**src/rtl/itda_pkg.sv**
```systemverilog
package itda_pkg;

	// default width of the signed input value
	localparam int VALUE_WIDTH_DEF = 32;

	// bits of the binary value folded into the bcd register per cycle
	localparam int STEP_BITS = 4;

	// entries of the queue between classifier and converter
	localparam int QUEUE_DEPTH = 2;

	localparam int CHAR_W = 8;
	localparam int CNT_W  = 4;
	localparam int NIBBLE_W = 4;

	localparam logic [CHAR_W-1:0] CH_ZERO    = 8'd48;
	localparam logic [CHAR_W-1:0] CH_MINUS   = 8'd45;
	localparam logic [CHAR_W-1:0] CH_NEWLINE = 8'd10;

	// bcd digit at or above this value gets the add-3 correction before a shift
	localparam logic [NIBBLE_W-1:0] BCD_ADJ_LIMIT = 4'd5;
	localparam logic [NIBBLE_W-1:0] BCD_ADJ       = 4'd3;

	// decimal digits that hold any w-bit unsigned value: floor(w*log10(2)) + 1
	function automatic int num_digits(input int w);
		return ((w * 1233) >> 12) + 1;
	endfunction

endpackage

```
**src/rtl/itda_fifo.sv**
```systemverilog
module itda_fifo import itda_pkg::*; #(
	parameter int WIDTH = VALUE_WIDTH_DEF + 1
) (
	input  logic             clk,
	input  logic             arst_n,
	input  logic             in_valid,
	output logic             in_ready,
	input  logic [WIDTH-1:0] in_data,
	output logic             out_valid,
	input  logic             out_ready,
	output logic [WIDTH-1:0] out_data
);
	localparam int PTR_W = (QUEUE_DEPTH > 1) ? $clog2(QUEUE_DEPTH) : 1;
	localparam int CNT_QW = $clog2(QUEUE_DEPTH + 1);
	localparam logic [PTR_W-1:0] LAST_PTR = PTR_W'(QUEUE_DEPTH - 1);
	localparam logic [CNT_QW-1:0] FULL_CNT = CNT_QW'(QUEUE_DEPTH);

	logic [QUEUE_DEPTH-1:0][WIDTH-1:0] mem_q;
	logic [PTR_W-1:0]  wr_q;
	logic [PTR_W-1:0]  rd_q;
	logic [CNT_QW-1:0] cnt_q;
	logic push;
	logic pop;

	assign in_ready  = (cnt_q != FULL_CNT);
	assign out_valid = (cnt_q != '0);
	assign out_data  = mem_q[rd_q];
	assign push = in_valid && in_ready;
	assign pop  = out_valid && out_ready;

	always_ff @(posedge clk or negedge arst_n) begin
		if (!arst_n) begin
			wr_q  <= '0;
			rd_q  <= '0;
			cnt_q <= '0;
		end else begin
			if (push) begin
				mem_q[wr_q] <= in_data;
				wr_q <= (wr_q == LAST_PTR) ? '0 : wr_q + 1'b1;
			end
			if (pop) begin
				rd_q <= (rd_q == LAST_PTR) ? '0 : rd_q + 1'b1;
			end
			// count holds when both or neither happen
			if (push && !pop) begin
				cnt_q <= cnt_q + 1'b1;
			end else if (pop && !push) begin
				cnt_q <= cnt_q - 1'b1;
			end
		end
	end
endmodule

```
**config.mk**
```make
export PLATFORM = sky130hd
export DESIGN_NAME = itda_fifo
export DESIGN_NICKNAME = d
export VERILOG_FILES = /design/src/rtl/itda_pkg.sv /design/src/rtl/itda_fifo.sv
export SDC_FILE = /design/constraint.sdc
export NUM_CORES = 1
export LEC_CHECK = 0
export ABC_CLOCK_PERIOD_IN_PS = 6000
export BUFFER_PORTS_ARGS = -buffer_cell sky130_fd_sc_hd__buf_2
export CAP_MARGIN = 30
export CORE_MARGIN = 8
export CORE_UTILIZATION = 45
export CTS_CLUSTER_SIZE = 20
export DETAILED_ROUTE_END_ITERATION = 8
export HOLD_SLACK_MARGIN = 0.08
export PLACE_DENSITY = 0.75
export SLEW_MARGIN = 10
export SYNTH_ARGS = -nofsm -noshare
export SYNTH_HDL_FRONTEND = slang
export SYNTH_SLANG_ARGS = --single-unit
```
**constraint.sdc**
```tcl
create_clock -name clk -period 6 [get_ports clk]
set_input_delay 0.3 -clock clk [delete_from_list [all_inputs] [get_ports clk]]
set_output_delay 0.3 -clock clk [all_outputs]
set_load 0.01 [all_outputs]
```
==> qor.yml, run 1 <==
outcome:
  run_status: "complete, no violations"
placed_design:
  dp_slack_ns: 4.04
  hpwl_um: 3360
  port_buffers: 71
  place.gp.congestion: 0.661
timing:
  timing.hold.ws_ns: 0.157
  finalWorstSetupSlack_ns: 4.01
  tightest_slew_ns: 0.366
  hold_violations: 0
  setup_violations: 0
  relSlewSlack_pct: 75.6
  fmax_ghz: 0.503
  fin_skew_ns: 0.00735
  slew_violations: 0
  final.min_clock_period_ns: 1.99
  fin_setup_tns_ns: 0
  grt_setup_unrepaired: "no"
  min_period_over_period_pct: 33.2
cells_and_area:
  n_antenna_cell: 0
  nNetsFinal: 242
  syn2layout_area_growth_pct: 25.0
  drive_above_1_share_pct: 59.8
  final_util_pct: 57.9
  fill_cells: 445
pwr:
  ir_drop_mv: 0.282
  leakage_nw: 1.37
  p_total_mw: 1.52
  power_density_nw_per_um2: 443
clock_network:
  clock_sinks: 70
  cts_hold_buf: 1
  cts_tree: "done"
  clk_path_buf_depth: 2
  cts_made_buffers: 9
  post_cts_resized: 0
  cts_root_buffer: "clkbuf_8"
  postCtsSetupBuffers: 0
  path_clk_slew_ns: 0.07
  clkLatencyLatePin_ns: 0.33
  htreeDepth: 3
synthesis:
  yosysSeqAreaShare_pct: 75.8
  ys.flop_type: "edfxtp_1"
  syn-cell-area_um2: 2750
  yosysWarnings: 0
  synthArstFlopShare_pct: 5.71
  syn_area_per_cell_um2: 22.5
  synth_edf_count: 66
  synth_fp_nets: 160
  netlist-cell-type-count: 16
  synth_seq_cells: 70
  synth_cells: 122
floorplan:
  die_w_um: 94.1
  io_pins: 72
  initial_core_util_pct: 46.4
  die_h_um: 94.1
  core_area_um2: 5920
  dieArea_um2: 8860
  core.rowCount: 28
setup_path:
  cp-start-kind: "flip-flop"
  crit_fanout: 24
  critPathKind: "reg -> out"
  critPathLaunch: "rd_q"
  end_kind: "output port"
  arrival_ns: 1.69
  r2r-start: "cnt_q[0]"
  worstRegToRegCells: 4
  reg2reg_to: "mem_q[31]"
  critPathCapture: "out_data[6]"
  reg2reg_slack_ns: 4.34
  critPathRequiredTime_ns: 5.70
global_route:
  track_usage_pct: 11.2
  grt_pass1_vias: 1500
  grt_overflow_total: 0
  antenna_found_initial: 0
  grt_max_degree: 34
  grt_pass1_wl_um: 7290
route:
  dr_total_vias: 1356
  vias_per_cell: 4.77
  route.detailed.drc: 0
  antenna_left: 0
  drtPass1Iterations: 4
  wire_per_inst_um: 16.8
  drt_wl_total_um: 4770
  drt_iter0_markers: 70
min_path:
  min_path_type: "in -> reg"
job:
  cap_violations: 0
-- critical path: stages (launching register included) --
cell	delay, ns
dfrtp_2	0.60
buf_12	0.26
mux2_2	0.35
buf_2	0.14
-- logic make-up after synthesis --
| logic type | count (synthesis) | synth area share (%) |
|---|---|---|
| flip-flops | 70 | 75.8 |
| multiplexers | 33 | 17.5 |
| AND/OR/NAND/NOR | 8 | 1.87 |
| XOR/XNOR | 5 | 1.60 |
| buffers and inverters | 5 | 2.73 |
| adder cells (fa/ha/maj) | 1 | 0.456 |
-- how the worst min path moves through the flow --
stage / start / end / cells past startpoint
after CTS: in_data[7] / mem_q[40] / 1
final: in_data[16] / mem_q[49] / 1
after floorplan: arst_n / cnt_q[0] / 0
after global routing: in_data[7] / mem_q[40] / 1
after detailed placement: arst_n / cnt_q[0] / 1
after global placement: arst_n / cnt_q[0] / 1
-- flip-flops by register name, summed over array words and instances, names as in the netlist --
register	flops
cnt_q	2
mem_q	66
rd_q	1
wr_q	1
-- cell usage after synthesis (all sizes together), types with 2 or more instances --
cell	instances	area share, %
dfrtp	4	3.6
buf	4	2.6
mux2	33	18
xor2	2	0.64
edfxtp	66	72
xnor2	3	0.96
nor2	3	0.41
-- layout by cell type, fill, tap and decap left out, types with 2 or more instances in the layout --
master and instances:
bufinv_16 2, clkbuf_8 9, buf_16 2, mux2_2 4
xnor2_1 3, clkbuf_1 3, dfrtp_1 3, nor2_4 2
buf_2 71, mux2_4 29, edfxtp_1 66, xor2_1 2
-- metrics by stage --
stage	area [µm²]	cells
after floorplan	2750	122
after global placement	3140	264
after detailed placement	3160	265
after CTS	3380	282
after global routing	3430	284
final	3430	284
-- metal layers --
layer  routed length (µm)  track usage [%]
met1                 2020             12.4
met4                   74             6.74
met2                 2250             18.0
met5                    0                0
met3                  425             4.32
-- report_power, final --
part	leakage [nW]	internal (mW)	switching [mW]	total, mW
logic	0.623	0.258	0.208	0.465
registers	0.649	0.613	0.0460	0.659
clock network	0.0982	0.233	0.160	0.394
total	1.37	1.10	0.414	1.52
-- final cells by class --
class | count | area [µm²] | area share, %
repair buffers | 75 | 440 | 12.8
clock buffers | 12 | 135 | 3.94
well taps | 75 | 93.8 | 2.74
flip-flops and latches | 70 | 2080 | 60.7
inverters | 1 | 3.75 | 0.109
multi-input cells | 47 | 603 | 17.6
clock inverters | 4 | 71.3 | 2.08
Note: power is estimated with default switching activity, not from simulation.
==> inputs of run 2 (changes only) <==
--- a/config.mk
+++ b/config.mk
@@ -5,7 +5,7 @@
 export SDC_FILE = /design/constraint.sdc
 export NUM_CORES = 1
 export LEC_CHECK = 0
-export ABC_CLOCK_PERIOD_IN_PS = 6000
+export ABC_CLOCK_PERIOD_IN_PS = 2100
 export BUFFER_PORTS_ARGS = -buffer_cell sky130_fd_sc_hd__buf_2
 export CAP_MARGIN = 30
 export CORE_MARGIN = 8
==> constraint.sdc (replaced) <==
create_clock -name clk -period 2.1 [get_ports clk]
set_input_delay 0.105 -clock clk [delete_from_list [all_inputs] [get_ports clk]]
set_output_delay 0.105 -clock clk [all_outputs]
set_load 0.01 [all_outputs]
==> run 2 against run 1 <==
Against the previous run: flip-flop and latch count is the same; global-route usage grew 0.65 points; sequential power grew to 2.9 times the previous value; utilization grew 4.7 points; cell count grew 12%; combinational power grew to 2.9 times the previous value; clock skew shrank 0.0023 ns; sequential share of layout area shrank 4.6 points; largest cell class unchanged; largest power group unchanged.
==> qor.yml, run 2 (synthesized netlist as in run 1, its figures left out) <==
setup_path:
  reg2reg_to: "mem_q[9]"
  critPathKind: "reg -> out"
  arrival_ns: 1.69
  r2r-start: "cnt_q[0]"
  critPathRequiredTime_ns: 2.00
  crit_fanout: 24
  cp-start-kind: "flip-flop"
  worstRegToRegCells: 4
  reg2reg_slack_ns: 0.49
  critPathCapture: "out_data[7]"
  end_kind: "output port"
  critPathLaunch: "rd_q"
min_path:
  min_path_type: "in -> async"
placed_design:
  port_buffers: 71
  dp.cells: 267
  place.gp.congestion: 0.694
  hpwl_um: 3270
timing:
  slew_violations: 0
  hold_violations: 0
  tightest_slew_ns: 0.381
  fmax_ghz: 0.557
  relSlewSlack_pct: 74.6
  setup_violations: 0
  min_period_over_period_pct: 85.5
  grt_setup_unrepaired: "no"
  fin_skew_ns: 0.00501
  timing.hold.ws_ns: 0.113
  final.min_clock_period_ns: 1.80
cells_and_area:
  largest_register_ffs: 66
  final_cell_mix: "buf_2 (71), edfxtp_1 (66), dlygate4sd3_1 (36)"
  syn2layout_area_growth_pct: 35.1
  drive_above_1_share_pct: 50.6
  regMostFlops: "mem_q"
  nNetsFinal: 277
  fill_cells: 437
  final_cells: 319
  reg.largest.list: "mem_q: 66 flops, cnt_q: 2 flops"
  final_common_cell: "buf_2"
floorplan:
  core_area_um2: 5920
  initial_core_util_pct: 46.4
  die_w_um: 94.1
  io_pins: 72
  dieArea_um2: 8860
  core.rowCount: 28
  die_h_um: 94.1
clock_network:
  clock_sinks: 70
  cts_tree: "done"
  clk_path_buf_depth: 2
  cts_made_buffers: 9
  cts_root_buffer: "clkbuf_8"
  clkLatencyLatePin_ns: 0.32
  path_clk_slew_ns: 0.06
  htreeDepth: 3
global_route:
  busiest_layer: "met2"
  grt_max_degree: 25
  grt_pass1_vias: 1597
  use_met2_pct: 18.1
  grt.met3_usage_pct: 4.56
  antenna_found_initial: 1
  track_usage_pct: 11.8
  grt_pass1_wl_um: 7840
  grtUsageMet1_pct: 13.7
  grt_overflow_total: 0
job:
  cap_violations: 0
route:
  drtPass1Iterations: 2
  drt_iter0_markers: 59
  dr_total_vias: 1441
  drt_wl_total_um: 4920
  wire_per_inst_um: 15.4
  antenna_left: 0
  vias_per_cell: 4.52
  route.detailed.drc: 0
pwr:
  ir_drop_mv: 0.923
  power_density_nw_per_um2: 1100
  leakage_nw: 1.49
outcome:
  run_status: "complete, no violations"
[run 2: changes by cell type in the layout (fill, tap and decap cells not counted), sizes merged]
cell,previous run,this run
clkinv,1,3
clkinvlp,1,0
diode,0,1
bufinv,2,0
dlygate4sd3,1,36
[run 2: per-stage QoR]
stage               worst slack [ns]  area, µm²  setup TNS (ns)  util, %  power (mW)
finish                         0.305       3710               0     62.7        4.08
global route                   0.233       3710               0     62.7        4.30
CTS                            0.258       3710               0     62.6        4.15
detailed placement             0.487       3200               0     54.0        3.25
global placement               0.516       3200               0     54.0        3.23
floorplan                     -0.364       2750          -24.05        -        2.91
[run 2: final cells by class]
type                       instances  area, µm²  area share [%]
inverter                           1       3.75           0.101
multi-input combinational         47        603            16.3
antenna                            1       2.50          0.0675
sequential                        70       2080            56.2
timing repair buffer             110        776            20.9
clock inverter                     3       12.5           0.337
clock buffer                      12        135            3.64
tap                               75       93.8            2.53
[run 2: how the worst min path moves through the flow]
stage	slack, ns	cells past startpoint	start	endpoint
finish	0.11	2	arst_n	cnt_q[0]
global route	0.11	2	arst_n	cnt_q[0]
CTS	0.08	2	arst_n	cnt_q[0]
detailed placement	-0.08	1	arst_n	cnt_q[1]
global placement	-0.08	1	arst_n	cnt_q[0]
floorplan	-0.19	0	arst_n	cnt_q[0]
[run 2: what timing repair did]
action / in CTS / in global routing
setup endpoints to repair: 0 / 0
hold endpoints to repair: 72 / 0
resized for setup: 0 / 0
setup buffers: 0 / 0
hold buffers: 36 / 0
[run 2: worst max-delay path, stage by stage (launching register included)]
cell and delay (ns):
dfrtp_2 0.60, buf_12 0.26, mux2_2 0.36, buf_2 0.14
[run 2: routing by layer]
metal / wire length (µm) / vias to the layer above
met3: 426 / 12
li1: - / 705
met4: 112 / 0
met1: 2060 / 668
met5: 0 / -
met2: 2310 / 56
[run 2: power breakdown]
| part | leakage, nW | switching [mW] | internal (mW) | total [mW] |
|---|---|---|---|---|
| registers | 0.649 | 0.130 | 1.75 | 1.88 |
| clock network | 0.0753 | 0.417 | 0.413 | 0.830 |
| logic | 0.763 | 0.599 | 0.769 | 1.37 |
| total | 1.49 | 1.15 | 2.93 | 4.08 |
