<file path="config.mk">
export PLATFORM = sky130hd
export DESIGN_NAME = itda_front_flat
export DESIGN_NICKNAME = d
export VERILOG_FILES = /design/src/rtl/itda_pkg.sv /design/src/rtl/itda_in_if.sv /design/src/rtl/itda_front.sv /design/src/flat_wrapper.sv
export SDC_FILE = /design/constraint.sdc
export NUM_CORES = 1
export LEC_CHECK = 0
export BUFFER_PORTS_ARGS = -buffer_cell sky130_fd_sc_hd__buf_2
export CAP_MARGIN = 20
export CORE_ASPECT_RATIO = 0.9
export CORE_MARGIN = 3
export CORE_UTILIZATION = 36
export DETAILED_ROUTE_END_ITERATION = 6
export PLACE_DENSITY_LB_ADDON = 0.05
export SYNTH_ARGS = -nofsm -noshare
export SYNTH_HDL_FRONTEND = slang
export SYNTH_SLANG_ARGS = --single-unit
</file>
<file path="constraint.sdc">
create_clock -name vclk -period 2.06
set_input_delay 0.412 -clock vclk [all_inputs]
set_output_delay 0.412 -clock vclk [all_outputs]
set_load 0.05 [all_outputs]
</file>
<file path="src/rtl/itda_pkg.sv">
package itda_pkg;

	// default width of the signed input value
	localparam int VALUE_WIDTH_DEF = 32;

	// bits of the binary value folded into the bcd register per cycle
	localparam int STEP_BITS = 4;

	// entries of the queue between classifier and converter
	localparam int QUEUE_DEPTH = 2;

	localparam int CHAR_W = 8;
	localparam int CNT_W  = 4;
	localparam int NIBBLE_W = 4;

	localparam logic [CHAR_W-1:0] CH_ZERO    = 8'd48;
	localparam logic [CHAR_W-1:0] CH_MINUS   = 8'd45;
	localparam logic [CHAR_W-1:0] CH_NEWLINE = 8'd10;

	// bcd digit at or above this value gets the add-3 correction before a shift
	localparam logic [NIBBLE_W-1:0] BCD_ADJ_LIMIT = 4'd5;
	localparam logic [NIBBLE_W-1:0] BCD_ADJ       = 4'd3;

	// decimal digits that hold any w-bit unsigned value: floor(w*log10(2)) + 1
	function automatic int num_digits(input int w);
		return ((w * 1233) >> 12) + 1;
	endfunction

endpackage

</file>
<file path="src/rtl/itda_in_if.sv">
interface itda_in_if import itda_pkg::*; #(
	parameter int VALUE_WIDTH = VALUE_WIDTH_DEF
);
	logic                          valid;
	logic                          ready;
	logic signed [VALUE_WIDTH-1:0] value;

	modport source (output valid, output value, input ready);
	modport sink (input valid, input value, output ready);
endinterface

</file>
<file path="src/rtl/itda_front.sv">
module itda_front import itda_pkg::*; #(
	parameter int VALUE_WIDTH = VALUE_WIDTH_DEF
) (
	itda_in_if.sink            number,
	output logic               q_valid,
	input  logic               q_ready,
	output logic [VALUE_WIDTH:0] q_data
);
	logic                   neg;
	logic [VALUE_WIDTH-1:0] raw;
	logic [VALUE_WIDTH-1:0] mag;

	// sign split and unsigned magnitude, most negative value stays exact
	assign raw = number.value;
	assign neg = raw[VALUE_WIDTH-1];
	assign mag = neg ? (~raw + 1'b1) : raw;

	assign q_valid      = number.valid;
	assign q_data       = {neg, mag};
	assign number.ready = q_ready;
endmodule

</file>
<file path="src/flat_wrapper.sv">
// flat-port wrapper written by rule: the top's interface ports become plain ports
module itda_front_flat import itda_pkg::*;
#(
	parameter int VALUE_WIDTH = VALUE_WIDTH_DEF
)
  (q_valid, q_ready, q_data, number_valid, number_value, number_ready);
  itda_in_if #(.VALUE_WIDTH(VALUE_WIDTH)) number_i ();
  output logic q_valid;
  input  logic q_ready;
  output logic [VALUE_WIDTH:0] q_data;
  input wire logic [$bits(number_i.valid)-1:0] number_valid;
  input wire logic [$bits(number_i.value)-1:0] number_value;
  output wire logic [$bits(number_i.ready)-1:0] number_ready;
  assign number_i.valid = number_valid;
  assign number_i.value = number_value;
  assign number_ready = number_i.ready;
  itda_front #(.VALUE_WIDTH(VALUE_WIDTH)) u_core (.number(number_i), .q_valid(q_valid), .q_ready(q_ready), .q_data(q_data));
endmodule
</file>
==> results by group, run 1 <==
Logic synthesis
  • Netlist cell types: 28
  • Synth area leaders: xnor2_1 (34%), o31ai_1 (9.0%), o41ai_1 (8.1%)
  • Synthesized Nets: around 140
  • Synthesized cell area: 753.2 um2
  • Top cell type's share of synthesized area: 0.3372
  • Post-synthesis sequential area ratio: 0
  • Synth Instances: 102
  • Avg Cell Area, Syn: about 7.4 um2
  • Dominant cell type by area after synthesis: xnor2_1
  • Yosys warning count: 0

Floorplanning
  • Initial core utilization: 0.3859
  • DIE WIDTH: 54.22 um
  • Core Rows: 15
  • Die height: around 49 um
  • Top Ports: slightly below 70

Placed design
  • DP Area: roughly 1900 um2
  • Port bufs: 65
  • Final GP Congestion: 0.7527
  • Dpl ws: -0.6252 ns
  • Post-detail-place hpwl: 3.857 mm

CTS
  • CTS Hold Buffers Added: 0
  • Post-CTS Resized: approximately 100
  • Postcts setup bufs: 8

Status
  • First Err: [ERROR DPL-0038] Utilization greater than 100%, impossible to legalize
  • Outcome: stopped before the end
  • Halt Stage: clock tree synthesis
-- synthesized netlist by cell type --
master    number
o21ai_0        9
o31ai_1        9
nor2_1         5
ha_1           1
inv_1          3
xnor2_1       29
o41ai_1        7
o41ai_2        1
or3_4          1
nand2b_1       2
nand2_1        9
clkbuf_1       3
buf_4          4
nand4_1        2
nor4_4         1
nand2b_4       1
nand4b_1       1
nor4b_1        1
or4_4          1
nand4_2        1
nor3_1         2
or4_1          1
nor4_2         1
nor3b_2        1
or3_2          1
nand3_1        2
nor4_1         1
or3_1          2
-- cell families after synthesis --
family / after synthesis / synth area share
adders and majority gates: 1 / 0.01661
xor gates and xnor gates: 29 / 0.3372
AOI/OAI and AO/OA: 26 / 0.2525
and+or+nand+nor: 36 / 0.3239
buffers and inverters: 10 / 0.06977
-- stage by stage --
stage	cells	hold WS, ns	utilization
3_3_place_gp	240	0.8246	0.9660
2_1_floorplan	102	0.8895	-
3_5_place_dp	240	0.8246	0.9660
==> run 2, diff against run 1 <==
Settings changed: CORE_AREA set to 3 3 64 66, CORE_ASPECT_RATIO 0.9 to not set, CORE_MARGIN 3 to not set, CORE_UTILIZATION 36 to not set, DIE_AREA set to 0 0 67 69, PLACE_DENSITY_LB_ADDON 0.05 to 0.15.
Clock period 2.06 ns to 2.7 ns, I/O delays scaled along.
==> results by group, run 2 <==
Placed design
  • Placed Cells: 238 (-0.83%)
  • DP Area: 1348 um2 (-29%)
  • Port bufs: 65 (unchanged)
  • Post-detail-place hpwl: 2.487 mm (-36%)
  • Final GP Congestion: 0.7616 (+1.2%)

Worst setup path
  • Crit Path Class: in -> out
  • Crit path max fanout: 3
  • Required time worst endpoint: ~2.2 ns
  • WP data arrival: 2.27 ns
  • Startpoint types: primary input
  • CP Capture Type: output port

Floorplanning
  • Initial core utilization: 0.2073 (-0.1786)
  • Core ar.: 3633 um2
  • Core Rows: 22 (+7)
  • DIE AREA: 4623 um2
  • Top Ports: 69 (unchanged)
  • Die height: 69 um (+40%)
  • DIE WIDTH: 67 um (+24%)

Timing
  • Least-Margin Pin Slew: 0.3573 ns
  • Final WS setup: -0.1074 ns
  • F_max: roughly 360 MHz
  • Fin. Hold Viols: 0
  • Max-slew headroom: 0.7587
  • Fin crit period: approximately 2.8 ns
  • RSZ-0062 raised after global routing: true
  • Setup violations, final: 3
  • Hold Worst Slack: around 1.1 ns
  • Final Cycle Share: 1.040
  • Max-slew violations: 0

Logic synthesis
  • Post-synthesis sequential area ratio: 0 (unchanged)
  • Synthesized cell area: 753.2 um2 (unchanged)
  • Yosys warning count: 0 (unchanged)
  • Top cell type's share of synthesized area: 0.3372 (unchanged)
  • Synthesized Nets: 137 (unchanged)
  • Dominant cell type by area after synthesis: xnor2_1
  • Avg Cell Area, Syn: 7.385 um2 (unchanged)
  • Netlist cell types: 28 (unchanged)
  • Synth area leaders: xnor2_1 (34%), o31ai_1 (9.0%), o41ai_1 (8.1%)
  • Synth cell count leaders: xnor2_1 (29), nand2_1 (9), o21ai_0 (9), o31ai_1 (9), o41ai_1 (7)
  • Most numerous cell in the Yosys netlist: xnor2_1
  • Synth Instances: 102 (unchanged)

Power and ir drop
  • Max VDD drop: 112.3 uV
  • Leak Pwr: 0.0007048 uW
  • Cell area power density: 262.6 nW/um2

Detailed routing
  • Final ANT Viol Nets: 0
  • Wire per inst: 12.57 um
  • Vias/cell: roughly 4.6
  • Via count: 1106
  • Metal1 wirelength: 1.167 mm
  • Number of DRC violations after detailed-routing iteration 0: 22
  • Drt total wl: roughly 3 mm
  • DR pass1 iterations: 4
  • Met3 wire length: 187 um
  • Top sig layer: met3
  • WL met2: 1.675 mm
  • # DRC: 0

Status
  • Failing checks: setup timing
  • Outcome: finished, violations left

Final layout
  • Clk_buf instances: 0
  • Commonest cells after routing, fill and taps aside: buf_4 (46), buf_2 (41), xnor2_1 (27)
  • Final nets: 230
  • Util after Layout: 0.4425
  • # diodes: 0
  • Most common cell after layout, fill and taps aside: buf_4
  • Finished Cell Area: between 1500 and 2000 um2
  • Share of cells above drive strength 1: 0.6477
  • Area delta synth->final: 113.5%
  • Seq Cell Count: 0
  • Final std cells w/o fill: 241
  • Seq. cell area: 0 um2

Worst hold path
  • Hold/Removal Path Class: in -> out
  • Worst Hold Path Cells: 0
  • Hold Path End: q_valid
  • Hold Path Origin: number_valid

Global routing
  • First-pass GRT wire length: 4.857 mm
  • Number of global-route vias before repair: 1083
  • Global route overflow: 0
  • Initial antenna violation count: 0
  • Largest net degree at the start of global routing: 14
  • GRT Util Overall: 0.1241

CTS
  • CTS Hold Buffers Added: 0 (unchanged)

Run
  • Max cap viols: 0
-- run 2: per-layer routing --
metal / global-route usage / vias up
li1: - / 562
met1: 0.1525 / 508
met2: 0.2391 / 36
met3: 0.01140 / 0
met4: 0 / 0
met5: 0 / -
-- run 2: timing repair --
action                     4_1_cts  5_1_grt
pin swaps                        1        5
gates resized for setup         17       47
setup endpoints to repair        9       23
setup buffers                    2        1
-- run 2: worst max path at each step --
stage                startpoint          to  cells after the start
2_1_floorplan  number_value[24]  q_data[31]                      4
3_3_place_gp   number_value[24]  q_data[28]                      6
3_5_place_dp   number_value[24]  q_data[28]                      6
4_1_cts        number_value[24]  q_data[31]                      6
5_1_grt        number_value[24]  q_data[31]                      6
6_report       number_value[24]  q_data[31]                      6
-- run 2: critical path, stage by stage --
cell      delay (ns)
buf_6           0.09
or4_4           0.55
nand2b_4        0.17
or4_4           0.52
nor3b_4         0.21
buf_6           0.18
-- run 2: cell type report --
type / count / area (um2)
Multi-Input combinational cell: 92 / 869.6
Inverter: 3 / 11.26
Timing Repair Buffer: 98 / 666.9
Tap cell: 48 / 60.06
Fill cell: 387 / 2026
-- run 2: cell families (layout without fill, tap and decap cells) --
kind of cell | Yosys count | after routing | synth area share
AOI/OAI and AO/OA | 26 | 26 | 0.2525
xor gates and xnor gates | 29 | 29 | 0.3372
adders and majority gates | 1 | 1 | 0.01661
buffers and inverters | 10 | 101 | 0.06977
and+or+nand+nor | 36 | 36 | 0.3239
-- run 2: power breakdown --
part | switching, uW | internal, uW
Combinational | 276 | 146
Clock | 0 | 0
Sequential | 0 | 0
-- run 2: stage by stage --
stage / TNS [ns] / total power (uW) / setup WS [ns]
floorplan: -0.09580 / 264.9 / -0.09580
global placement: -0.8163 / 378.0 / -0.2203
detailed placement: -0.9096 / 380.9 / -0.2414
CTS: -0.1645 / 397.5 / -0.1030
global route: -0.4253 / 444.5 / -0.1556
finish: -0.2066 / 422.3 / -0.1074
(Power assumes the default switching activity.)
==> run 3, diff against run 2 <==
Settings changed: BUFFER_PORTS_ARGS -buffer_cell sky130_fd_sc_hd__buf_2 to not set, CORE_AREA 3 3 64 66 to 2 2 63 65, DIE_AREA 0 0 67 69 to 0 0 65 67, DONT_BUFFER_PORTS set to 1.
==> results by group, run 3 (same netlist as run 2, synthesis figures left out) <==
Status
  • Outcome: finished clean

Detailed routing
  • Final ANT Viol Nets: 0 (unchanged)
  • # DRC: 0 (unchanged)
  • Wire per inst: 14.07 um (+12%)
  • Number of DRC violations after detailed-routing iteration 0: 31 (+41%)
  • DR pass1 iterations: 4 (unchanged)
  • Via count: 902 (-18%)
  • Vias/cell: 4.983 (+8.6%)
  • Drt total wl: 2.547 mm (-16%)

Global routing
  • First-pass GRT wire length: 3.912 mm (-19%)
  • GRT Util Overall: 0.1083 (-0.01580)
  • Global route overflow: 0 (unchanged)
  • Number of global-route vias before repair: 848 (-22%)
  • Largest net degree at the start of global routing: 34 (+20)
  • Initial antenna violation count: 0 (unchanged)

Timing
  • Max-slew headroom: 0.5602 (-0.1985)
  • Least-Margin Pin Slew: 0.6565 ns (+0.2993 ns)
  • Setup violations, final: 0 (-3)
  • Fin crit period: 2.683 ns (-0.1248 ns)
  • Final WS setup: 0.01743 ns (+0.1248 ns)
  • Final Cycle Share: 0.9935 (-0.04624)
  • F_max: 372.8 MHz (+4.7%)
  • Fin. Hold Viols: 0 (unchanged)
  • RSZ-0062 raised after global routing: true
  • Max-slew violations: 0 (unchanged)

Power and ir drop
  • Leak Pwr: 0.0004815 uW (-32%)
  • Cell area power density: 297.0 nW/um2 (+13%)
  • Total power: 398.3 uW (-5.7%)
  • Max VDD drop: 111.7 uV (-0.52%)

Final layout
  • Util after Layout: 0.3720 (-0.07053)
  • Area delta synth->final: 78.07%
  • Clk_buf instances: 0 (unchanged)
  • Share of cells above drive strength 1: 0.4211 (-0.2266)
  • Final std cells w/o fill: 181 (-25%)
  • Commonest cells after routing, fill and taps aside: xnor2_1 (27), buf_4 (22), buf_12 (16)
  • Final nets: 170 (-26%)
  • Seq. cell area: 0 um2 (unchanged)
  • # diodes: 0 (unchanged)
  • Most common cell after layout, fill and taps aside: xnor2_1
  • Area of the multi-input gates: 784.5 um2 (-9.8%)
  • Seq Cell Count: 0 (unchanged)
  • Fillers: 375 (-3.1%)

Floorplanning
  • DIE WIDTH: 65 um (-3.0%)
  • Top Ports: 69 (unchanged)
  • Initial core utilization: 0.2089 (+0.001582)
  • Core Rows: 22 (unchanged)
  • Die height: 67 um (-2.9%)
  • DIE AREA: 4355 um2 (-5.8%)
  • Core ar.: 3606 um2 (-0.76%)

Worst setup path
  • Required time worst endpoint: 2.16 ns (about the same)
  • Startpoint types: primary input
  • CP Capture Type: output port
  • Crit Path Class: in -> out
  • Crit path max fanout: 3 (unchanged)
  • WP data arrival: 2.14 ns (-0.13 ns)

Placed design
  • Port bufs: 0 (-100%)
  • Placed Cells: 180 (-24%)
  • Final GP Congestion: 0.7015 (-7.9%)
  • Post-detail-place hpwl: 2.233 mm (-10%)
  • Dpl ws: -0.01580 ns (+0.2256 ns)

CTS
  • CTS Hold Buffers Added: 0 (unchanged)

Worst hold path
  • Hold/Removal Path Class: in -> out

Run
  • Max cap viols: 0 (unchanged)
==> run 3: cell count changes in the layout (fill, tap and decap cells not counted), moves of 3 or more <==
| cell | delta |
|---|---|
| buf_12 | +16 |
| buf_2 | -41 |
| buf_4 | -24 |
| buf_6 | -7 |
| clkbuf_4 | -3 |
| o31ai_1 | +6 |
| o31ai_2 | -4 |
==> run 3: worst max-delay path, cell delays in order <==
cell	delay [ns]
or4_4	0.53
nand2b_4	0.17
or4_4	0.52
nor3b_4	0.22
buf_12	0.16
==> run 3: final cells by class <==
class                      count  share of cell area
inverter                       3            0.008395
tap                           48             0.04478
timing repair buffer          38              0.3619
multi-input combinational     92              0.5849
==> run 3: power by group <==
part	internal [uW]	total (uW)	switching (uW)
sequential	0	0	0
combinational	163	398	235
clock	0	0	0
total	163	398	235
==> run 3: layer usage <==
layer  global-route usage  share of wire
met1               0.1191           0.37
met2               0.2101           0.52
met3              0.03885           0.11
met4                    0              0
met5                    0              0
==> run 3: path summary, 6_finish.rpt <==
kind / startpoint / to / slack, ns / cells after the start
worst min-delay path: number_value[0] / q_data[0] / 1.08 / 0
worst max-delay path: number_value[24] / q_data[31] / 0.02 / 5
==> run 3: timing repair <==
item                                    4_1_cts  5_1_grt
endpoints found under the setup margin        1        9
resized for setup                             1        7
setup buffers                                 0        1
pin swaps                                     0        2
==> run 3: per-stage QoR <==
step	hold WS, ns	cell area (um2)	setup TNS, ns
after floorplan	1.146	778.2	-0.09580
after global routing	1.080	1341	-0.04195
final	1.080	1341	0
after global placement	1.080	1275	-0.01440
after detailed placement	1.080	1275	-0.01580
after CTS	1.080	1280	-0.006680
