--- config.mk ---
export PLATFORM = sky130hd
export DESIGN_NAME = itda_conv
export DESIGN_NICKNAME = d
export VERILOG_FILES = /design/src/rtl/itda_pkg.sv /design/src/rtl/itda_conv.sv
export SDC_FILE = /design/constraint.sdc
export NUM_CORES = 1
export LEC_CHECK = 0
export BUFFER_PORTS_ARGS = -buffer_cell sky130_fd_sc_hd__clkbuf_2
export CAP_MARGIN = 10
export CORE_ASPECT_RATIO = 0.75
export CORE_UTILIZATION = 60
export CTS_BUF_LIST = sky130_fd_sc_hd__clkbuf_4
export DETAILED_ROUTE_END_ITERATION = 16
export PLACE_DENSITY_LB_ADDON = 0.1
export SLEW_MARGIN = 10
export SYNTH_ARGS = -nofsm -noshare
export SYNTH_HDL_FRONTEND = slang
export SYNTH_SLANG_ARGS = --single-unit
--- constraint.sdc ---
create_clock -name clk -period 17.6 [get_ports clk]
set_clock_uncertainty 0.1 [all_clocks]
set_input_delay 0.88 -clock clk [delete_from_list [all_inputs] [get_ports clk]]
set_output_delay 0.88 -clock clk [all_outputs]
set_load 0.005 [all_outputs]
--- src/rtl/itda_pkg.sv ---
package itda_pkg;

	// default width of the signed input value
	localparam int VALUE_WIDTH_DEF = 32;

	// bits of the binary value folded into the bcd register per cycle
	localparam int STEP_BITS = 4;

	// entries of the queue between classifier and converter
	localparam int QUEUE_DEPTH = 2;

	localparam int CHAR_W = 8;
	localparam int CNT_W  = 4;
	localparam int NIBBLE_W = 4;

	localparam logic [CHAR_W-1:0] CH_ZERO    = 8'd48;
	localparam logic [CHAR_W-1:0] CH_MINUS   = 8'd45;
	localparam logic [CHAR_W-1:0] CH_NEWLINE = 8'd10;

	// bcd digit at or above this value gets the add-3 correction before a shift
	localparam logic [NIBBLE_W-1:0] BCD_ADJ_LIMIT = 4'd5;
	localparam logic [NIBBLE_W-1:0] BCD_ADJ       = 4'd3;

	// decimal digits that hold any w-bit unsigned value: floor(w*log10(2)) + 1
	function automatic int num_digits(input int w);
		return ((w * 1233) >> 12) + 1;
	endfunction

endpackage

--- src/rtl/itda_conv.sv ---
module itda_conv import itda_pkg::*; #(
	parameter int VALUE_WIDTH = VALUE_WIDTH_DEF,
	localparam int NDIG = num_digits(VALUE_WIDTH),
	localparam int DCW  = $clog2(NDIG + 1)
) (
	input  logic                              clk,
	input  logic                              arst_n,
	input  logic                              in_valid,
	output logic                              in_ready,
	input  logic                              in_neg,
	input  logic [VALUE_WIDTH-1:0]            in_mag,
	output logic                              out_valid,
	input  logic                              out_ready,
	output logic                              out_neg,
	output logic [NDIG-1:0][NIBBLE_W-1:0]     out_bcd,
	output logic [DCW-1:0]                    out_ndig
);
	localparam int STEPS = (VALUE_WIDTH + STEP_BITS - 1) / STEP_BITS;
	localparam int PW    = STEPS * STEP_BITS;
	localparam int SCW   = (STEPS > 1) ? $clog2(STEPS) : 1;

	typedef enum logic [1:0] {CV_IDLE, CV_RUN, CV_DONE} cv_state_t;

	cv_state_t state_q;
	logic [PW-1:0]                   sh_q;
	logic [NDIG-1:0][NIBBLE_W-1:0]   bcd_q;
	logic                            neg_q;
	logic [SCW-1:0]                  cnt_q;
	logic [PW-1:0]                   sh_n;
	logic [NDIG-1:0][NIBBLE_W-1:0]   bcd_n;

	// shift-add-3, STEP_BITS bits per cycle
	always_comb begin
		bcd_n = bcd_q;
		sh_n  = sh_q;
		for (int j = 0; j < STEP_BITS; j++) begin
			for (int k = 0; k < NDIG; k++) begin
				if (bcd_n[k] >= BCD_ADJ_LIMIT) begin
					bcd_n[k] = bcd_n[k] + BCD_ADJ;
				end
			end
			{bcd_n, sh_n} = {bcd_n, sh_n} << 1;
		end
	end

	// digit count: highest non-zero digit, at least one
	always_comb begin
		out_ndig = DCW'(1);
		for (int k = 0; k < NDIG; k++) begin
			if (bcd_q[k] != '0) begin
				out_ndig = DCW'(k + 1);
			end
		end
	end

	assign in_ready  = (state_q == CV_IDLE);
	assign out_valid = (state_q == CV_DONE);
	assign out_neg   = neg_q;
	assign out_bcd   = bcd_q;

	always_ff @(posedge clk or negedge arst_n) begin
		if (!arst_n) begin
			state_q <= CV_IDLE;
		end else begin
			unique case (state_q)
				CV_IDLE: begin
					if (in_valid) begin
						sh_q    <= PW'(in_mag);
						bcd_q   <= '0;
						neg_q   <= in_neg;
						cnt_q   <= SCW'(STEPS - 1);
						state_q <= CV_RUN;
					end
				end
				CV_RUN: begin
					sh_q  <= sh_n;
					bcd_q <= bcd_n;
					if (cnt_q == '0) begin
						state_q <= CV_DONE;
					end else begin
						cnt_q <= cnt_q - 1'b1;
					end
				end
				CV_DONE: begin
					if (out_ready) begin
						state_q <= CV_IDLE;
					end
				end
				default: begin
					state_q <= CV_IDLE;
				end
			endcase
		end
	end
endmodule

==> results of run 1 <==
through the flow:
stage	area, µm²	utilization
2_1_floorplan	7747	-
3_3_place_gp	8288	0.6664
3_5_place_dp	8288	0.6664
4_1_cts	8459	0.6802
5_1_grt	8459	0.6802
6_report	8459	0.6802
registers in the layout, indices dropped and copies added (netlist names):
signal   count
out_bcd     40
sh_q        32
cnt_q        3
state_q      2
out_neg      1
layout make-up:
cell class,count,share of cell area
Inverter,49,0.02189
Multi-Input combinational cell,794,0.6058
Timing Repair Buffer,86,0.05177
Sequential cell,78,0.2757
Clock buffer,9,0.007987
Tap cell,166,0.02455
Clock inverter,7,0.01228
routing by layer:
| layer | vias up | wire, µm | GRT usage | part of all wire |
|---|---|---|---|---|
| li1 | 3695 | - | - | - |
| met1 | 3427 | 9171 | 0.4312 | 0.49 |
| met2 | 257 | 7825 | 0.4273 | 0.42 |
| met3 | 21 | 1417 | 0.05505 | 0.076 |
| met4 | 0 | 247 | 0.06206 | 0.013 |
| met5 | - | 0 | 0 | 0 |
worst max-delay path: stages, from the launching register on:
cell and delay (ns):
sky130_fd_sc_hd__edfxtp_1 0.53, sky130_fd_sc_hd__inv_1 0.14, sky130_fd_sc_hd__ha_1 0.25, sky130_fd_sc_hd__nand2b_2 0.10
sky130_fd_sc_hd__a21oi_4 0.23, sky130_fd_sc_hd__mux2i_1 0.74, sky130_fd_sc_hd__o21ai_2 0.20, sky130_fd_sc_hd__xnor2_2 0.26
sky130_fd_sc_hd__clkinv_2 0.15, sky130_fd_sc_hd__ha_1 0.24, sky130_fd_sc_hd__maj3_1 0.36, sky130_fd_sc_hd__a2bb2oi_1 0.20
sky130_fd_sc_hd__mux2i_1 0.16, sky130_fd_sc_hd__nor4b_2 0.41, sky130_fd_sc_hd__or3_1 0.19, sky130_fd_sc_hd__a21oi_1 0.07
Yosys cell counts, types with 10 or more instances:
cell	instances	area [µm²]
sky130_fd_sc_hd__a21oi_1	58	290.3
sky130_fd_sc_hd__nor3b_1	17	127.6
sky130_fd_sc_hd__clkbuf_1	27	101.4
sky130_fd_sc_hd__o21ai_1	14	70.07
sky130_fd_sc_hd__ha_1	38	475.5
sky130_fd_sc_hd__mux2_2	13	146.4
sky130_fd_sc_hd__nand2_1	170	638.1
sky130_fd_sc_hd__mux2i_1	24	240.2
sky130_fd_sc_hd__or3_1	12	75.07
sky130_fd_sc_hd__a31oi_1	15	93.84
sky130_fd_sc_hd__nand3_1	29	145.1
sky130_fd_sc_hd__nand2b_1	18	112.6
sky130_fd_sc_hd__o22ai_1	10	62.56
sky130_fd_sc_hd__xnor2_1	18	157.7
sky130_fd_sc_hd__inv_1	44	165.2
sky130_fd_sc_hd__o21ai_0	45	225.2
sky130_fd_sc_hd__a21o_1	10	75.07
sky130_fd_sc_hd__edfxtp_1	76	2282
sky130_fd_sc_hd__a211oi_1	24	180.2
sky130_fd_sc_hd__nor2b_1	10	62.56
sky130_fd_sc_hd__and2_1	15	93.84
sky130_fd_sc_hd__nor3_1	24	120.1
sky130_fd_sc_hd__nor2_1	57	214.0
worst max-delay path by stage:
stage | depth (start not counted) | end
floorplan | 2 | out_bcd[0]
global placement | 15 | out_bcd[32]
detailed placement | 15 | out_bcd[32]
CTS | 15 | out_bcd[32]
global route | 15 | out_bcd[32]
finish | 15 | out_bcd[32]
logic make-up after synthesis:
family,after synthesis,share of synthesized area
adder cells (fa/ha/maj),43,0.06799
flip-flops,78,0.3010
AND/OR/NAND/NOR,402,0.2531
buffers and inverters,80,0.03940
multiplexers,38,0.05184
AO/OA/AOI/OAI,287,0.2557
XOR/XNOR,24,0.03101
==> PnR_summary.wiki, run 1 <==
{| class="wikitable"
! Metric !! Value
|-
| Slack of the critical path || 13.03 ns
|-
| Worst setup slack before clock tree synthesis || 13.10 ns
|-
| Actual slew at the worst max-slew pin || 0.9789 ns
|-
| Placeable core region || around 12000 µm²
|-
| Routed Antenna Nets || 0
|-
| Post-Synthesis Mean Instance Area || just over 8 µm²
|-
| Synthesized net count || 1027
|-
| DRC violation count after routing || 0
|-
| Reg2Reg Launch Point || out_bcd[24]
|-
| Post-synth EDFFs || 76
|-
| Number of cells on the worst reg-to-reg path || 15
|-
| Length of the first detailed-routing pass in iterations || 5
|-
| Crit path launch || out_bcd[24]
|-
| H-tree levels || 3
|-
| Count of hold-fix buffers inserted at cts || 0
|-
| Most common library cell in the layout ignoring fill and taps || sky130_fd_sc_hd__nand2_1
|-
| Number of I/O pins || 84
|-
| Initial antenna violation count || 0
|-
| Vias in the first global route || between 6000 and 7000
|-
| Nature of the critical path startpoint || flip-flop
|-
| Worst Hold Margin || around 0.11 ns
|-
| Std-Cell Rows || 35
|-
| Total CTS buffers || 9
|-
| Flop2flop setup slack || roughly 13 ns
|-
| Class of the tightest hold or removal check || in -> async
|-
| Fin crit period || ~4.6 ns
|-
| Number of input and output port buffers inserted || 83
|-
| CTS tree || built
|-
| Sequential standard cell area || ~2300 µm²
|-
| Number of vias per cell || 6.224
|-
| Die width || 133.2 µm
|-
| Final net count || 1093
|-
| Setup repair after global routing missed its margin || no
|-
| Worst max-slew margin expressed relative to the limit || 0.3460
|-
| Detail-routed net length per standard cell || 15.70 µm
|-
| Final setup violation count || 0
|-
| Full die area || roughly 13000 µm²
|-
| Layout cell share with drive strength beyond 1 || 0.1584
|-
| CTS sink count || just under 80
|-
| Clk root buf || sky130_fd_sc_hd__clkbuf_4
|-
| Fin. Hold Viols || 0
|-
| Synth Instances || roughly 950
|-
| Cts repair resizes || 0
|-
| Critical path data arrival time || between 4 and 5 ns
|-
| Pin count of the biggest net entering global routing || between 50 and 60
|-
| Maximum net fanout on the critical path || 11
|-
| Buffers from clock root to sink, at most || 2
|-
| Flops & latches, synth || 78
|-
| Highest-count cells in the layout ignoring fill and taps || 170 x sky130_fd_sc_hd__nand2_1, 83 x sky130_fd_sc_hd__clkbuf_2, 76 x sky130_fd_sc_hd__edfxtp_1
|-
| Prevailing post-synth register cell || sky130_fd_sc_hd__edfxtp_1
|-
| Syn-to-layout area delta || 9.189%
|-
| Clock latency on the worst-skew pair || between 0.4 and 0.5 ns
|-
| Required time at the worst-slack endpoint || 17.71 ns
|-
| Fmax achieved || approximately 220 MHz
|-
| Post-route setup TNS || 0 ns
|-
| Gr ovfl total || 0
|-
| Run status || complete, no violations
|-
| Count of yosys warnings during synthesis || 0
|-
| Detailed-route wire length || 18.66 mm
|-
| Gp weighted congestion || about 0.91
|-
| Crit end category || flip-flop
|-
| Global-route wire length before repair || around 31 mm
|-
| Part of the cycle the worst path needs || 0.2597
|-
| Post-Syn Area || between 7000 and 8000 µm²
|-
| Post-DP HPWL || approximately 14 mm
|-
| Count of cell types in the netlist || between 90 and 100
|-
| Area used by multi-input combinational logic || ~5100 µm²
|-
| Setup repair bufs after CTS || 0
|-
| Via total after detailed routing || between 7000 and 8000
|-
| Sequential fraction of the synthesis area || 0.3010
|-
| Max Slew Vio Count || 0
|-
| Reg2reg end || out_bcd[32]
|-
| Setup Crit Path Kind || reg -> reg
|-
| Placed cells || between 1000 and 1500
|-
| Combined global-route utilization of all metal layers || 0.2874
|-
| Max capacitance violation total || 0
|-
| Final cell count without fillers || roughly 1200
|-
| Height of the chip || 100.4 µm
|-
| Number of inserted diodes || 0
|-
| Initial Util || 0.6229
|-
| Clock slew seen by the registers of the worst setup and hold paths || 0.14 ns
|-
| Asr flop ratio synth || 0.02564
|-
| Layout filler cell count || around 1000
|-
| Violation count after the first detailed-routing iteration || roughly 670
|}
Power of run 1 is not shown: default switching activity piles up to over one toggle a cycle in this logic, so the estimate is an artifact.
==> inputs of run 2 (changes only) <==
--- a/config.mk
+++ b/config.mk
@@ -8,7 +8,7 @@
 export BUFFER_PORTS_ARGS = -buffer_cell sky130_fd_sc_hd__clkbuf_2
 export CAP_MARGIN = 10
 export CORE_ASPECT_RATIO = 0.75
-export CORE_UTILIZATION = 60
+export CORE_UTILIZATION = 56
 export CTS_BUF_LIST = sky130_fd_sc_hd__clkbuf_4
 export DETAILED_ROUTE_END_ITERATION = 16
 export PLACE_DENSITY_LB_ADDON = 0.1
==> constraint.sdc (replaced) <==
create_clock -name clk -period 4.1 [get_ports clk]
set_clock_uncertainty 0.1 [all_clocks]
set_input_delay 0.205 -clock clk [delete_from_list [all_inputs] [get_ports clk]]
set_output_delay 0.205 -clock clk [all_outputs]
set_load 0.005 [all_outputs]
==> PnR_summary.wiki, run 2 (synthesis results as in run 1) <==
{| class="wikitable"
! Metric !! Value
|-
| Setup Crit Path Kind || reg -> reg (unchanged)
|-
| Via total after detailed routing || 7687 (was 7400)
|-
| Gr ovfl total || 0 (unchanged)
|-
| Worst setup slack before clock tree synthesis || 0.03405 ns (was 13.10 ns)
|-
| Max Slew Vio Count || 0 (unchanged)
|-
| Initial antenna violation count || 0 (unchanged)
|-
| Critical path data arrival time || 4.08 ns (was 4.68 ns)
|-
| Actual slew at the worst max-slew pin || 0.8636 ns (was 0.9789 ns)
|-
| Crit end category || flip-flop (unchanged)
|-
| Die width || 137.8 µm (was 133.2 µm)
|-
| Max capacitance violation total || 0 (unchanged)
|-
| Layout filler cell count || 1073 (was 1044)
|-
| Reg2Reg Launch Point || out_bcd[28] (was out_bcd[24])
|-
| Routed Antenna Nets || 0 (unchanged)
|-
| Syn-to-layout area delta || 19.32% (was 9.189%)
|-
| Gp weighted congestion || 0.9432 (was 0.9061)
|-
| Hold path startpoint || in_valid
|-
| Class of the tightest hold or removal check || in -> reg (was in -> async)
|-
| Vias in the first global route || 6630 (was 6320)
|-
| Detailed-route wire length || 20.24 mm (was 18.66 mm)
|-
| DRC violation count after routing || 0 (unchanged)
|-
| H-tree levels || 3 (unchanged)
|-
| Final setup violation count || 0 (unchanged)
|-
| Placeable core region || 13240 µm² (was 12440 µm²)
|-
| Fin crit period || 3.961 ns (was 4.571 ns)
|-
| Min-Delay Endpoint || out_neg
|-
| Fmax achieved || 252.5 MHz (was 218.8 MHz)
|-
| Fin. Hold Viols || 0 (unchanged)
|-
| Number of instances on the worst hold path || 2
|-
| Clock slew seen by the registers of the worst setup and hold paths || 0.16 ns (was 0.14 ns)
|-
| Buffers from clock root to sink, at most || 2 (unchanged)
|-
| CTS tree || built (unchanged)
|-
| Number of input and output port buffers inserted || 83 (unchanged)
|-
| Length of the first detailed-routing pass in iterations || 7 (was 5)
|-
| Area used by multi-input combinational logic || 5264 µm² (was 5125 µm²)
|-
| Detail-routed net length per standard cell || 15.97 µm (was 15.70 µm)
|-
| Number of I/O pins || 84 (unchanged)
|-
| Clock latency on the worst-skew pair || 0.45 ns (about the same)
|-
| Cell Area, Placed || 8496 µm² (was 8288 µm²)
|-
| Total CTS buffers || 9 (unchanged)
|-
| Clk root buf || sky130_fd_sc_hd__clkbuf_4 (unchanged)
|-
| Std-Cell Rows || 36 (was 35)
|-
| Pin count of the biggest net entering global routing || 52 (was 55)
|-
| Flip-flop count of the largest register after layout || 40 (unchanged)
|-
| Most common library cell in the layout ignoring fill and taps || sky130_fd_sc_hd__nand2_1 (unchanged)
|-
| Placed cells || 1204 (was 1173)
|-
| Slack of the critical path || 0.1391 ns (was 13.03 ns)
|-
| Number of inserted diodes || 0 (unchanged)
|-
| Height of the chip || 103.9 µm (was 100.4 µm)
|-
| Final net count || 1166 (was 1093)
|-
| Reg2reg end || out_bcd[37] (was out_bcd[32])
|-
| Nature of the critical path startpoint || flip-flop (unchanged)
|-
| Run status || complete, no violations (unchanged)
|-
| CTS sink count || 78 (unchanged)
|-
| Final cell count without fillers || 1267 (was 1189)
|-
| Combined global-route utilization of all metal layers || 0.2771 (was 0.2874)
|-
| Number of vias per cell || 6.067 (was 6.224)
|-
| Part of the cycle the worst path needs || 0.9661 (was 0.2597)
|-
| Worst max-slew margin expressed relative to the limit || 0.4201 (was 0.3460)
|-
| Required time at the worst-slack endpoint || 4.22 ns (was 17.71 ns)
|-
| Setup repair after global routing missed its margin || yes (was no)
|-
| Number of cells on the worst reg-to-reg path || 15 (unchanged)
|-
| Sequential standard cell area || 2332 µm² (unchanged)
|-
| Flop2flop setup slack || 0.14 ns (was 13.03 ns)
|-
| Violation count after the first detailed-routing iteration || 582 (was 674)
|-
| Layout cell share with drive strength beyond 1 || 0.2044 (was 0.1584)
|-
| Maximum net fanout on the critical path || 7 (was 11)
|-
| Final Instance Area || 9244 µm² (was 8459 µm²)
|-
| Full die area || 14310 µm² (was 13380 µm²)
|-
| Initial Util || 0.5850 (was 0.6229)
|-
| Highest-count cells in the layout ignoring fill and taps || 170 x sky130_fd_sc_hd__nand2_1, 83 x sky130_fd_sc_hd__clkbuf_2, 76 x sky130_fd_sc_hd__edfxtp_1 (unchanged)
|-
| Post-DP HPWL || 13.88 mm (was 13.97 mm)
|-
| Global-route wire length before repair || 31.86 mm (was 30.95 mm)
|}
run 2: changes by cell type in the layout (fill, tap and decap cells not counted), sizes merged:
| cell | change |
|---|---|
| clkinv | -1 |
| dlygate4sd3 | +36 |
| buf | +37 |
| clkinvlp | +1 |
run 2: worst max-delay path, cell delays in order, from the launching register on:
cell and delay (ns):
sky130_fd_sc_hd__edfxtp_1 0.44, sky130_fd_sc_hd__inv_1 0.09, sky130_fd_sc_hd__ha_1 0.24, sky130_fd_sc_hd__nand2b_1 0.17, sky130_fd_sc_hd__a21oi_4 0.11, sky130_fd_sc_hd__xnor2_1 0.58, sky130_fd_sc_hd__a21oi_2 0.16, sky130_fd_sc_hd__xnor2_2 0.19
sky130_fd_sc_hd__buf_4 0.19, sky130_fd_sc_hd__o2111ai_1 0.18, sky130_fd_sc_hd__o211ai_1 0.27, sky130_fd_sc_hd__ha_2 0.28, sky130_fd_sc_hd__nor2b_1 0.15, sky130_fd_sc_hd__o311ai_2 0.35, sky130_fd_sc_hd__xor2_1 0.19, sky130_fd_sc_hd__nor2_1 0.06
run 2: final cells by class:
cell class | instances | share of cell area
Sequential cell | 78 | 0.2523
Timing Repair Buffer | 159 | 0.1164
Clock buffer | 9 | 0.007309
Multi-Input combinational cell | 794 | 0.5694
Clock inverter | 7 | 0.01137
Tap cell | 171 | 0.02315
Inverter | 49 | 0.02003
run 2: metrics by stage:
stage                 util  hold slack [ns]  setup TNS, ns
floorplan                -          -0.1906              0
global placement    0.6415         -0.07241              0
detailed placement  0.6415         -0.07389              0
CTS                 0.6818          0.05490              0
global route        0.6980          0.04540        -0.1234
finish              0.6980          0.09316              0
run 2: worst max-delay path by stage:
stage | start | to | slack (ns) | cells past startpoint
after floorplan | state_q[0] | out_bcd[0] | 0.22 | 2
after global placement | out_bcd[36] | out_bcd[37] | 0.15 | 18
after detailed placement | out_bcd[36] | out_bcd[37] | 0.03 | 18
after CTS | out_bcd[36] | out_bcd[37] | 0.01 | 18
after global routing | out_bcd[28] | out_bcd[37] | -0.05 | 15
final | out_bcd[28] | out_bcd[37] | 0.14 | 15
run 2: metal layers:
metal	share of wire	wire length (µm)	track usage	vias up
met5	0	0	0	-
met4	0.012	252	0.05823	0
met3	0.056	1142	0.04435	23
met2	0.45	9102	0.4210	258
met1	0.48	9738	0.4125	3562
li1	-	-	-	3844
run 2: timing repair:
action | in CTS | in global routing
hold buffers | 36 | 0
endpoints found under the setup margin | 0 | 21
buffers inserted | 0 | 11
hold endpoints to repair | 36 | 0
resized for setup | 0 | 32
Power of run 2 is left out for the same reason.
